**src/rtl/core/esc_pkg.sv**
```systemverilog
// Shared types and constants for the sensor compensation block.
// No dependencies; imported by every module of the block.
package esc_pkg;

	localparam int CFG_INDEX_W = 3;
	localparam logic [CFG_INDEX_W-1:0] CFG_TEMP_CAL      = 3'd0;
	localparam logic [CFG_INDEX_W-1:0] CFG_PRESS_CAL_LOW  = 3'd1;
	localparam logic [CFG_INDEX_W-1:0] CFG_PRESS_CAL_HIGH = 3'd2;
	localparam logic [CFG_INDEX_W-1:0] CFG_PRESS_CAL_NINE = 3'd3;
	localparam logic [CFG_INDEX_W-1:0] CFG_HUM_CAL        = 3'd4;

	localparam int DIV_STEPS = 32;
	localparam logic signed [31:0] HUM_CLAMP = 32'sd419430400;

	typedef struct packed {
		logic [15:0] t1;
		logic [15:0] t2;
		logic [15:0] t3;
		logic [15:0] p1;
		logic [15:0] p2;
		logic [15:0] p3;
		logic [15:0] p4;
		logic [15:0] p5;
		logic [15:0] p6;
		logic [15:0] p7;
		logic [15:0] p8;
		logic [15:0] p9;
		logic [7:0]  h1;
		logic [15:0] h2;
		logic [7:0]  h3;
		logic [11:0] h4;
		logic [11:0] h5;
		logic [7:0]  h6;
	} cal_t;

	typedef struct packed {
		logic signed [31:0] tx;
		logic signed [31:0] td;
		logic [19:0]        adc_p;
		logic [15:0]        adc_h;
	} item_t;

endpackage

```
**src/rtl/core/esc_front.sv**
```systemverilog
// Input side: takes raw sample transactions and forms the first temperature terms.
// Depends on esc_pkg.
module esc_front import esc_pkg::*; (
	input  logic        clk,
	input  logic        arst_n,
	input  logic        s_tvalid,
	output logic        s_tready,
	input  logic [55:0] s_tdata,
	input  cal_t        cal,
	output logic        push,
	output item_t       push_item,
	input  logic        full
);

	logic  item_v_q;
	item_t item_q;
	logic signed [31:0] adc_t;
	logic signed [31:0] t1;

	assign adc_t = $signed({12'd0, s_tdata[19:0]});
	assign t1 = $signed({16'd0, cal.t1});
	assign s_tready = !item_v_q || !full;
	assign push = item_v_q && !full;
	assign push_item = item_q;

	always_ff @(posedge clk or negedge arst_n) begin
		if (!arst_n) begin
			item_v_q <= 1'b0;
		end else if (s_tready) begin
			item_v_q <= s_tvalid;
		end
	end

	always_ff @(posedge clk) begin
		if (s_tready && s_tvalid) begin
			item_q.tx <= (adc_t >>> 3) - (t1 <<< 1);
			item_q.td <= (adc_t >>> 4) - t1;
			item_q.adc_p <= s_tdata[39:20];
			item_q.adc_h <= s_tdata[55:40];
		end
	end

endmodule

```
**config.mk**
```make
export PLATFORM = sky130hd
export DESIGN_NAME = esc_front
export DESIGN_NICKNAME = d
export VERILOG_FILES = /design/src/rtl/core/esc_pkg.sv /design/src/rtl/core/esc_front.sv
export SDC_FILE = /design/constraint.sdc
export NUM_CORES = 1
export LEC_CHECK = 0
export ABC_AREA = 1
export ABC_CLOCK_PERIOD_IN_PS = 6000
export BUFFER_PORTS_ARGS = -buffer_cell sky130_fd_sc_hd__buf_2
export CAP_MARGIN = 0
export CORE_AREA = 2 2 161 163
export CTS_BUF_LIST = sky130_fd_sc_hd__clkbuf_16
export CTS_CLUSTER_DIAMETER = 200
export CTS_CLUSTER_SIZE = 30
export DETAILED_ROUTE_END_ITERATION = 10
export DIE_AREA = 0 0 163 165
export PLACE_DENSITY = 0.48
export SYNTH_ARGS = -nofsm -noshare
export SYNTH_HDL_FRONTEND = slang
export SYNTH_SLANG_ARGS = --single-unit
```
**constraint.sdc**
```tcl
create_clock -name clk -period 6 [get_ports clk]
set_input_delay 0.9 -clock clk [delete_from_list [all_inputs] [get_ports clk]]
set_output_delay 0.9 -clock clk [all_outputs]
set_load 0.01 [all_outputs]
```
* Yosys cells after proc, flatten, opt, wreduce, memory -nomap -nowiden
Cells that the tools add are included.
** Storage, ports and cells
- Bits in registers :: 101
** Operators by class
- Add/subtract/negate cells :: 2
- Reduce and logical (&&, ||, !) cells :: 5
** Operators by type and width (number)
- $sub A17 B17 Y18 :: 1
- $sub A16 B16 Y17 :: 1
- $logic_and A1 B1 Y1 :: 2
- $logic_not A1 Y1 :: 2
- $logic_or A1 B1 Y1 :: 1

* Longest topological paths before layout
- Depth in word-level cells :: 3
- Depth in mapped cells :: 11

* Worst setup path before layout
OpenSTA, ideal clock, no wires.
- Kind :: in2reg
- From :: in s_tvalid
- To :: reg item_q, in the netlist push_item[0] (enable)
- Setup time :: 483 ps
- Data arrival time :: 3571 ps
- Required time :: 5517 ps
- Setup slack :: 1945 ps
- Cell stages on the path :: 2
- Buffers on the path :: 0
- Cell sequence :: inv_1 -> a21oi_1
** Between the ends
- Cells in the longest elaborated chain, start to end :: 1
** RTL lines
- start: declaration :: line esc_front.sv:6 : input logic s_tvalid,
- $logic_and A1 B1 Y1 :: line esc_front.sv:35 : if (s_tready && s_tvalid) begin
- end: declaration :: line esc_front.sv:16 : item_t item_q;
Every way passes these cells.
A chain may end at the register's enable or synchronous reset.

==> metrics.md <==
| Metric | Value |
|---|---|
| Outcome | finished, final reports clean |
| Largest fanout on the critical path | 31 |
| Final Net Count | 785 |
| Root Buffer | clkbuf_16 |
| Final wirelength | 13000 um |
| Worst path slowest cell | edfxtp_1 |
| Routed Antenna Nets | 0 |
| Via density | 3.06 |
| Reg2reg path depth | 2 |
| Count leader, synth | nand2_1 |
| Final setup fails | 0 |
| Number of clock sinks | 55 |
| CTS max path bufs | 2 |
| Final max-slew violation count | 0 |
| Fillers | 2831 |
| Crit path depth | 1 |
| Synth top area share | 52.6% |
| Gr ovfl total | 0 |
| Via count | 2432 |
| Bufs and invs on worst path | 1 |
| FMAX | roughly 450 MHz |
| Share of layout cells above drive strength 1 | around 45% |
| Core Box Area | 25000 um2 |
| Initial core utilization | 12.3% |
| Kind of cell adding the most delay to the critical path | flip-flops |
| Post-synth top flop | edfxtp_1 |
| Synth Net Count | roughly 650 |
| Port Buffers | 174 |
| Tot GR Track Use | 9.70% |
| Routability congestion estimate | 0.719 |
| Worst r2r src | item_v_q |
| Clock-pin slew on the worst setup and hold paths | 80 ps |
| RSZ-0062 raised after global routing | no |
| Largest net degree at the start of global routing | 55 |
| Area of the mapped netlist | 3080 um2 |
| I/O Pins | around 420 |
| Detailed Place HPWL | 11300 um |
| CP startpoint kind | flip-flop |
| Final Util | 16.9% |
| Setup bufs post-CTS | 0 |
| Fin crit period | 2240 ps |
| Final instance area | around 4200 um2 |
| Area grow syn2layout | 37.0% |
| Crit Path Category | reg2out |
| Synth Area per Inst | approximately 10 um2 |
| Area after DPL | 4040 um2 |
| Die Y | 165 um |
| WP data required | ~5000 ps |
| Crit path to | push_item[64] |
| Final hold slack | 352 ps |
| Crit path DAT | 1340 ps |
| Cell variety after synth | 22 |
| Die area | 26900 um2 |
| CTS Buf Count | 5 |
| WL/cell | around 16 um |
| Post-synth EDFFs | 54 |
| Leak | between 2 and 2.5 nW |
| Setup TNS | 0 ps |
| Synthesized instance count | about 320 |
| Yosys reg bits | 55 |
| Power Density | 244 nW/um2 |
| CTS tree | built |
| Initial antenna violation count | 18 |
| Pwr Total | 1.03 mW |
| Synth warn | 0 |
| Later-pin clock latency in the skew report | 310 ps |
| Crit path largest cell delay | 780 ps |
| Slew @ Worst Pin | 759 ps |
| CTS Hold Bufs | 0 |
| DR iter-0 viols | 59 |
| H-Tree Depth | 2 |
| Final hold viol count | 0 |
| Peak VDD IR | 0.000114 V |
| First-pass GRT wire length | 17400 um |
| Max Cap Viol | 0 |
| Post-synth top area cell | edfxtp_1 |
| Rows | 58 |
| Fin crit share | 37.3% |
| # resized after CTS | 0 |
| # DRC | 0 |
| Critical-path cell list | buf_2 |
| Vias in the first global route | 2340 |
| Critical path endpoint category | output pin |
| CP startpoint | push_item[98] |
| Crit Reg-Reg Endpoint | push_item[24] |
| Pre-Repair DR Iteration Count | 4 |
| Top cells by area, synth | edfxtp_1 (53%), buf_4 (11%), nand2_1 (9.4%) |
| Worst slew margin | 49.4% |
| FF-to-FF setup slack | 4450 ps |
| Die W | 163 um |
| Async S/R FF share, synth | 1.82% |
| Synth top cells by count | nand2_1 (77), inv_1 (55), edfxtp_1 (54) |
| Tightest Hold Check Type | in2async |
| Skew final | 7.41 ps |
| Sequential fraction of the synthesis area | 53.4% |
[final cells by class]
class / instances / area, um2 / area share (%)
inverters: 61 / 229 / 5.42
multi-input cells: 154 / 875 / 20.7
diodes: 12 / 30.0 / 0.711
clock inverters: 3 / 27.5 / 0.652
well taps: 330 / 413 / 9.77
clock buffers: 5 / 125 / 2.96
repair buffers: 175 / 878 / 20.8
flip-flops and latches: 55 / 1650 / 39.0
[kinds of logic after synthesis]
kind of cell | count (synthesis) | synth area share (%)
DFF | 55 | 53.4
AOI/OAI and AO/OA | 13 | 2.43
and+or+nand+nor | 117 | 16.4
adders and majority gates | 17 | 7.14
buffers and inverters | 107 | 18.6
xor gates and xnor gates | 7 | 1.99
[cell usage in the layout, fill, tap and decap left out]
cell type and n:
o21ai_1 1, clkinv_4 1, o21a_1 1, ha_1 16, clkbuf_16 5, inv_8 1, nand2_1 77, fa_1 1
edfxtp_1 54, a21oi_4 1, clkinvlp_4 1, diode_2 12, xor2_1 5, dfrtp_1 1, buf_2 174, inv_1 55
nand2_2 9, nand3_1 13, a21oi_2 2, nor2_1 11, clkinv_1 1, xnor2_1 2, buf_4 1, nand4_1 2
or2_1 1, nor3_2 3, nor4_1 1, a21oi_1 8, inv_2 5
[sequential cells by signal (all words and copies together) (netlist names)]
name,count
push_item,54
item_v_q,1
[metrics by stage]
| stage | worst slack (ps) | cells |
|---|---|---|
| 3_3_place_gp | 3410 | 775 |
| 5_1_grt | 3610 | 785 |
| 6_report | 3760 | 795 |
| 4_1_cts | 3730 | 783 |
| 3_5_place_dp | 3400 | 775 |
| 2_1_floorplan | 1950 | 316 |
[power breakdown]
group / leakage, nW / internal, mW / switching, mW / total (mW)
Sequential: 0.526 / 0.458 / 0.0124 / 0.471
Combinational: 1.47 / 0.0888 / 0.152 / 0.241
Clock: 0.0720 / 0.159 / 0.159 / 0.318
[how the worst min path moves through the flow]
stage	from	end	slack [ps]	cells past startpoint
final	arst_n	item_v_q	350	1
after global routing	arst_n	item_v_q	340	1
after CTS	arst_n	item_v_q	340	1
after detailed placement	item_v_q	item_v_q	570	2
after global placement	item_v_q	item_v_q	550	2
after floorplan	item_v_q	item_v_q	540	2
[per-layer routing]
metal	share of wire, %	track usage [%]
met1	45	12.3
met2	33	10.6
met3	20	10.3
met4	0.97	2.17
met5	0.63	0
Note: power is estimated with default switching activity, not from simulation.
