File: config.mk
export PLATFORM = sky130hd
export DESIGN_NAME = esc_queue
export DESIGN_NICKNAME = d
export VERILOG_FILES = /design/src/rtl/core/esc_pkg.sv /design/src/rtl/core/esc_queue.sv
export SDC_FILE = /design/constraint.sdc
export NUM_CORES = 1
export LEC_CHECK = 0
export BUFFER_PORTS_ARGS = -buffer_cell sky130_fd_sc_hd__clkbuf_2
export CAP_MARGIN = 20
export CORE_UTILIZATION = 40
export DETAILED_ROUTE_END_ITERATION = 10
export GPL_TIMING_DRIVEN = 0
export HOLD_SLACK_MARGIN = 0.1
export PLACE_DENSITY = 0.59
export SLEW_MARGIN = 20
export SYNTH_ARGS = -nofsm -noshare
export SYNTH_HDL_FRONTEND = slang
export SYNTH_SLANG_ARGS = --single-unit
export TNS_END_PERCENT = 100
File: constraint.sdc
create_clock -name clk -period 6.4 [get_ports clk]
set_input_delay 1.28 -clock clk [delete_from_list [all_inputs] [get_ports clk]]
set_output_delay 1.28 -clock clk [all_outputs]
set_load 0.02 [all_outputs]
File: src/rtl/core/esc_pkg.sv
// Shared types and constants for the sensor compensation block.
// No dependencies; imported by every module of the block.
package esc_pkg;

	localparam int CFG_INDEX_W = 3;
	localparam logic [CFG_INDEX_W-1:0] CFG_TEMP_CAL      = 3'd0;
	localparam logic [CFG_INDEX_W-1:0] CFG_PRESS_CAL_LOW  = 3'd1;
	localparam logic [CFG_INDEX_W-1:0] CFG_PRESS_CAL_HIGH = 3'd2;
	localparam logic [CFG_INDEX_W-1:0] CFG_PRESS_CAL_NINE = 3'd3;
	localparam logic [CFG_INDEX_W-1:0] CFG_HUM_CAL        = 3'd4;

	localparam int DIV_STEPS = 32;
	localparam logic signed [31:0] HUM_CLAMP = 32'sd419430400;

	typedef struct packed {
		logic [15:0] t1;
		logic [15:0] t2;
		logic [15:0] t3;
		logic [15:0] p1;
		logic [15:0] p2;
		logic [15:0] p3;
		logic [15:0] p4;
		logic [15:0] p5;
		logic [15:0] p6;
		logic [15:0] p7;
		logic [15:0] p8;
		logic [15:0] p9;
		logic [7:0]  h1;
		logic [15:0] h2;
		logic [7:0]  h3;
		logic [11:0] h4;
		logic [11:0] h5;
		logic [7:0]  h6;
	} cal_t;

	typedef struct packed {
		logic signed [31:0] tx;
		logic signed [31:0] td;
		logic [19:0]        adc_p;
		logic [15:0]        adc_h;
	} item_t;

endpackage

File: src/rtl/core/esc_queue.sv
// Short queue between the input side and the arithmetic pipeline.
// Depends on esc_pkg for the item type.
module esc_queue import esc_pkg::*; #(
	parameter int DEPTH = 4
) (
	input  logic  clk,
	input  logic  arst_n,
	input  logic  push,
	input  item_t push_item,
	output logic  full,
	input  logic  pop,
	output item_t pop_item,
	output logic  empty
);

	localparam int PTR_W = (DEPTH > 1) ? $clog2(DEPTH) : 1;
	localparam int CNT_W = $clog2(DEPTH + 1);

	item_t mem_q [DEPTH];
	logic [PTR_W-1:0] wr_q, rd_q;
	logic [CNT_W-1:0] cnt_q;

	assign full = cnt_q == CNT_W'(DEPTH);
	assign empty = cnt_q == '0;
	assign pop_item = mem_q[rd_q];

	always_ff @(posedge clk or negedge arst_n) begin
		if (!arst_n) begin
			wr_q <= '0;
			rd_q <= '0;
			cnt_q <= '0;
		end else begin
			if (push) begin
				wr_q <= (wr_q == PTR_W'(DEPTH - 1)) ? '0 : wr_q + 1'b1;
			end
			if (pop) begin
				rd_q <= (rd_q == PTR_W'(DEPTH - 1)) ? '0 : rd_q + 1'b1;
			end
			if (push && !pop) begin
				cnt_q <= cnt_q + 1'b1;
			end else if (pop && !push) begin
				cnt_q <= cnt_q - 1'b1;
			end
		end
	end

	always_ff @(posedge clk) begin
		if (push) begin
			mem_q[wr_q] <= push_item;
		end
	end

endmodule

Yosys cells after proc, flatten, opt, wreduce, memory -nomap -nowiden:

Memory sizes are Yosys's and may differ from the RTL's.
Index checks and enable logic that the tools add are counted.

* reduce and logical (&&, ||, !) cells: 6
* mux-type cells: 6
* eq/ne operators: 3
* $add $sub $neg: 4

Operator list (count)
* $mux W3: 2
* $add A2 B1 Y2 const B: 2
* $eq A2 B2 Y1 const B: 2
* $mux W2: 2
* $add A3 B1 Y3 const B: 1
* $eq A3 B3 Y1 const B: 1
* $logic_not A3 Y1: 1
* $sub A3 B1 Y3 const B: 1
* $logic_and A1 B1 Y1: 2
* $logic_not A1 Y1: 2
* $mux W1: 2
* $reduce_bool A2 Y1: 1

* memories kept: 1
* logic and storage cells: 23
* output and inout port bits: 102
* register bits: 7
* RAM bits: 400

Memory list
* mem_q: depth 4, width 100, read ports 1, clocked after memory_dff 0, wr ports 1, line esc_queue.sv:19 `item_t mem_q [DEPTH];`

Depth between registers and ports, before layout:

* word-level depth: 4
* mapped depth: 7
* depth with buffers taken out: 7

Worst setup path after synthesis:

No wires, ideal clock.

* kind: input to register
* from: input port push
* to: memory mem_q[0][0] (netlist bit), enable pin
* path slack: 2.341 ns
* stages on the path: 1
* arrival: 3.589 ns
* library setup time: 0.470 ns
* path buffers: 0
* cell sequence: and2_1

* word-level cells in the longest chain between the ends: 2

RTL lines
* start: declaration: line esc_queue.sv:8 `input logic push,`
* $mux W1: line esc_queue.sv:48 `if (push) begin`
* $mux W1 (not written as such): line esc_queue.sv:49 `mem_q[wr_q] <= push_item;`
* end: declaration: line esc_queue.sv:19

No other way between the ends.

==> flow_summary.toml <==
[cells_and_area]
insertedDiodeCount = 0
layout_commonest_cell = "edfxtp_1"
drive_gt1_frac = 0.476
n_fill_cell = 2976
final_cell_mix = "edfxtp_1 (400), clkbuf_2 (205), mux4_2 (100), clkbuf_16 (45), buf_2 (10)"
multiInputGateArea_um2 = 2480
fin_nets = 928
final-seq-area_um2 = 12200
area_growth_pct = 21.6
finalInstanceArea_um2 = 18000

[clock_network]
clk_pin_slew_ns = 0.06
cts_num_sinks = 407
numCtsBuffers = 43
cts_tree = "done"
cts_hold_buf = 0
ctsResizeCount = 0
cts-root-buf = "clkbuf_16"
clkLatencyLatePin_ns = 0.55
htree_num_levels = 2
clk_path_buf_depth = 3
postCtsSetupBuffers = 0

[hold_path]
holdPathEnd = "cnt_q[2]"
holdPathStages = 1
hp-class = "flop to flop"
hold_start = "cnt_q[2]"

[synthesis]
syn-num-nets = 670
synth.distinct_cells = 19
synth_top_cell_by_area = "edfxtp_1"
syn_area_per_cell_um2 = 26.6
yosys_warnings = 0
yosys.area.top_type_share = 0.809
syn_area_um2 = 14800
ys_seq_elements = 407
synth_cells = 559
synth_area_leaders = "edfxtp_1 (81%), mux4_2 (15%), dfrtp_1 (1.2%)"
ys_seq_area_frac = 0.821

[critical_path]
cp_max_fo = 10
worstSetupPathType = "flop to primary output"
critPathMostFrequentCell = "buf_2"
cp.arrival_ns = 2.24
crit_chain = "buf_2 -> buf_2 -> mux4_2 -> clkbuf_2"
cp_top_family = "buffers and inverters"
cpMaxStageDelayCell = "buf_2"
r2r_cells = 3
rrSetupSlack_ns = 4.55
required_ns = 5.12
startpoint_type = "flop"
worst_setup_path_end_kind = "primary output"
timing.rr.end = "mem_q[3][34]"
timing.rr.start = "wr_q[0]"
crit_buf_inv = 3
cpPeakStageDelay_ns = 0.42

[routing]
post_drt_wl_per_cell_um = 21.3
vias_per_cell = 5.01
finalWirelength_um = 28000
dr.first_iter.drc_count = 298
first_pass_iters = 4
ant_nets = 0
route.detailed.drc = 0
vias = 6597

[global_route]
track_usage = 0.152
grt_pass1_wl_um = 42600
grt_max_degree = 41
grt_pass1_vias = 7118
grt_overflow = 0
antenna_found_initial = 1

[timing]
clock.fmax_mhz = 284
hold_viol = 0
min_period_ns = 3.52
fin_skew_ns = 0.0100
rsz0062_at_grt = "false"
slew_headroom = 0.527
setup_tns_ns = 0
fin_crit_sh = 0.550
slew_violations = 0
setup_violations = 0
worst_slew_pin_slew_ns = 0.709

[floorplanning]
rows = 70
core_um2 = 36500
die_w_um = 195
die_h_um = 195
start_util = 0.406
die-area_um2 = 37900
pin_count = 206

[power]
p_comb_frac = 0.309
pwr-share-seq = 0.408
internal_power_w = 0.00596
vdd_drop_max_uv = 284
power_frac_clock = 0.283
p_sw_frac = 0.307
power.switching_w = 0.00264
p_leak_nw = 6.23
p_per_area_nw_per_um2 = 476

[placed_design]
port_buffers = 205
placed_area_um2 = 16600
dp_hpwl_um = 17100
gp_congestion = 0.664

[run]
maxCapViolCount = 0

[run_status]
status = "complete, no violations"
-- cell usage after synthesis --
cell type,n
and2_1,4
o21ai_0,2
nor3_1,1
buf_4,2
mux4_2,100
clkbuf_1,1
xor2_1,2
mux2_2,3
nand2_1,2
fa_1,1
ha_1,6
dfrtp_1,7
buf_2,10
xnor2_1,1
edfxtp_1,400
nor2_1,3
inv_1,4
nor3b_1,1
buf_6,9
-- kinds of logic after synthesis --
| logic type | Yosys count | synth area share |
|---|---|---|
| xor+xnor | 3 | 0.00177 |
| flops | 407 | 0.821 |
| buf+inv | 26 | 0.0125 |
| fa+ha+maj | 7 | 0.00641 |
| mux | 103 | 0.154 |
| simple gates | 11 | 0.00379 |
| compound gates | 2 | 0.000674 |
-- metal layers --
layer	global-route usage	wire (µm)
met1	0.198	12000
met2	0.246	13600
met3	0.0408	1720
met4	0.0564	656
met5	0	13
-- sequential cells by signal, indices dropped and copies added, names as in the netlist --
signal / cells
mem_q: 400
cnt_q: 3
rd_q: 2
wr_q: 2
-- metrics by stage --
stage                util  hold WS (ns)  instances  worst slack, ns  power, W
floorplan               -         0.456        559             2.34   0.00540
global placement    0.451         0.473       1232           0.0851   0.00630
detailed placement  0.456         0.477       1240             3.36   0.00631
CTS                 0.494         0.494       1317             2.74   0.00877
global route        0.494         0.530       1317             2.73   0.00899
finish              0.494         0.498       1317             2.88   0.00860
-- how the worst max path moves through the flow --
stage,start,depth (start not counted),to,slack (ns)
after global placement,push,2,mem_q[0][38],0.09
final,rd_q[1],4,pop_item[78],2.88
after floorplan,push,1,mem_q[0][0],2.34
after detailed placement,rd_q[1],4,pop_item[78],3.36
after CTS,rd_q[1],4,pop_item[78],2.74
after global routing,rd_q[1],4,pop_item[73],2.73
-- worst reg2reg max path, stage by stage (launching register included) --
cell and delay (ns):
dfrtp_1 0.39, ha_1 0.19, and2_4 0.62, buf_12 0.31
-- power groups by stage --
stage | combinational, W | sequential (W) | clock, W
3_5_place_dp | 0.00274 | 0.00357 | 0
2_1_floorplan | 0.00182 | 0.00358 | 0
6_report | 0.00266 | 0.00351 | 0.00243
4_1_cts | 0.00275 | 0.00351 | 0.00251
3_3_place_gp | 0.00266 | 0.00364 | 0
5_1_grt | 0.00285 | 0.00354 | 0.00260
-- layout make-up --
| class | count | share of cell area |
|---|---|---|
| clock inverters | 22 | 0.0103 |
| repair buffers | 213 | 0.0670 |
| multi-input cells | 126 | 0.138 |
| inverters | 4 | 0.000832 |
| well taps | 468 | 0.0324 |
| plain buffers | 22 | 0.00943 |
| clock buffers | 55 | 0.0672 |
| flip-flops and latches | 407 | 0.675 |
(Power assumes the default switching activity.)
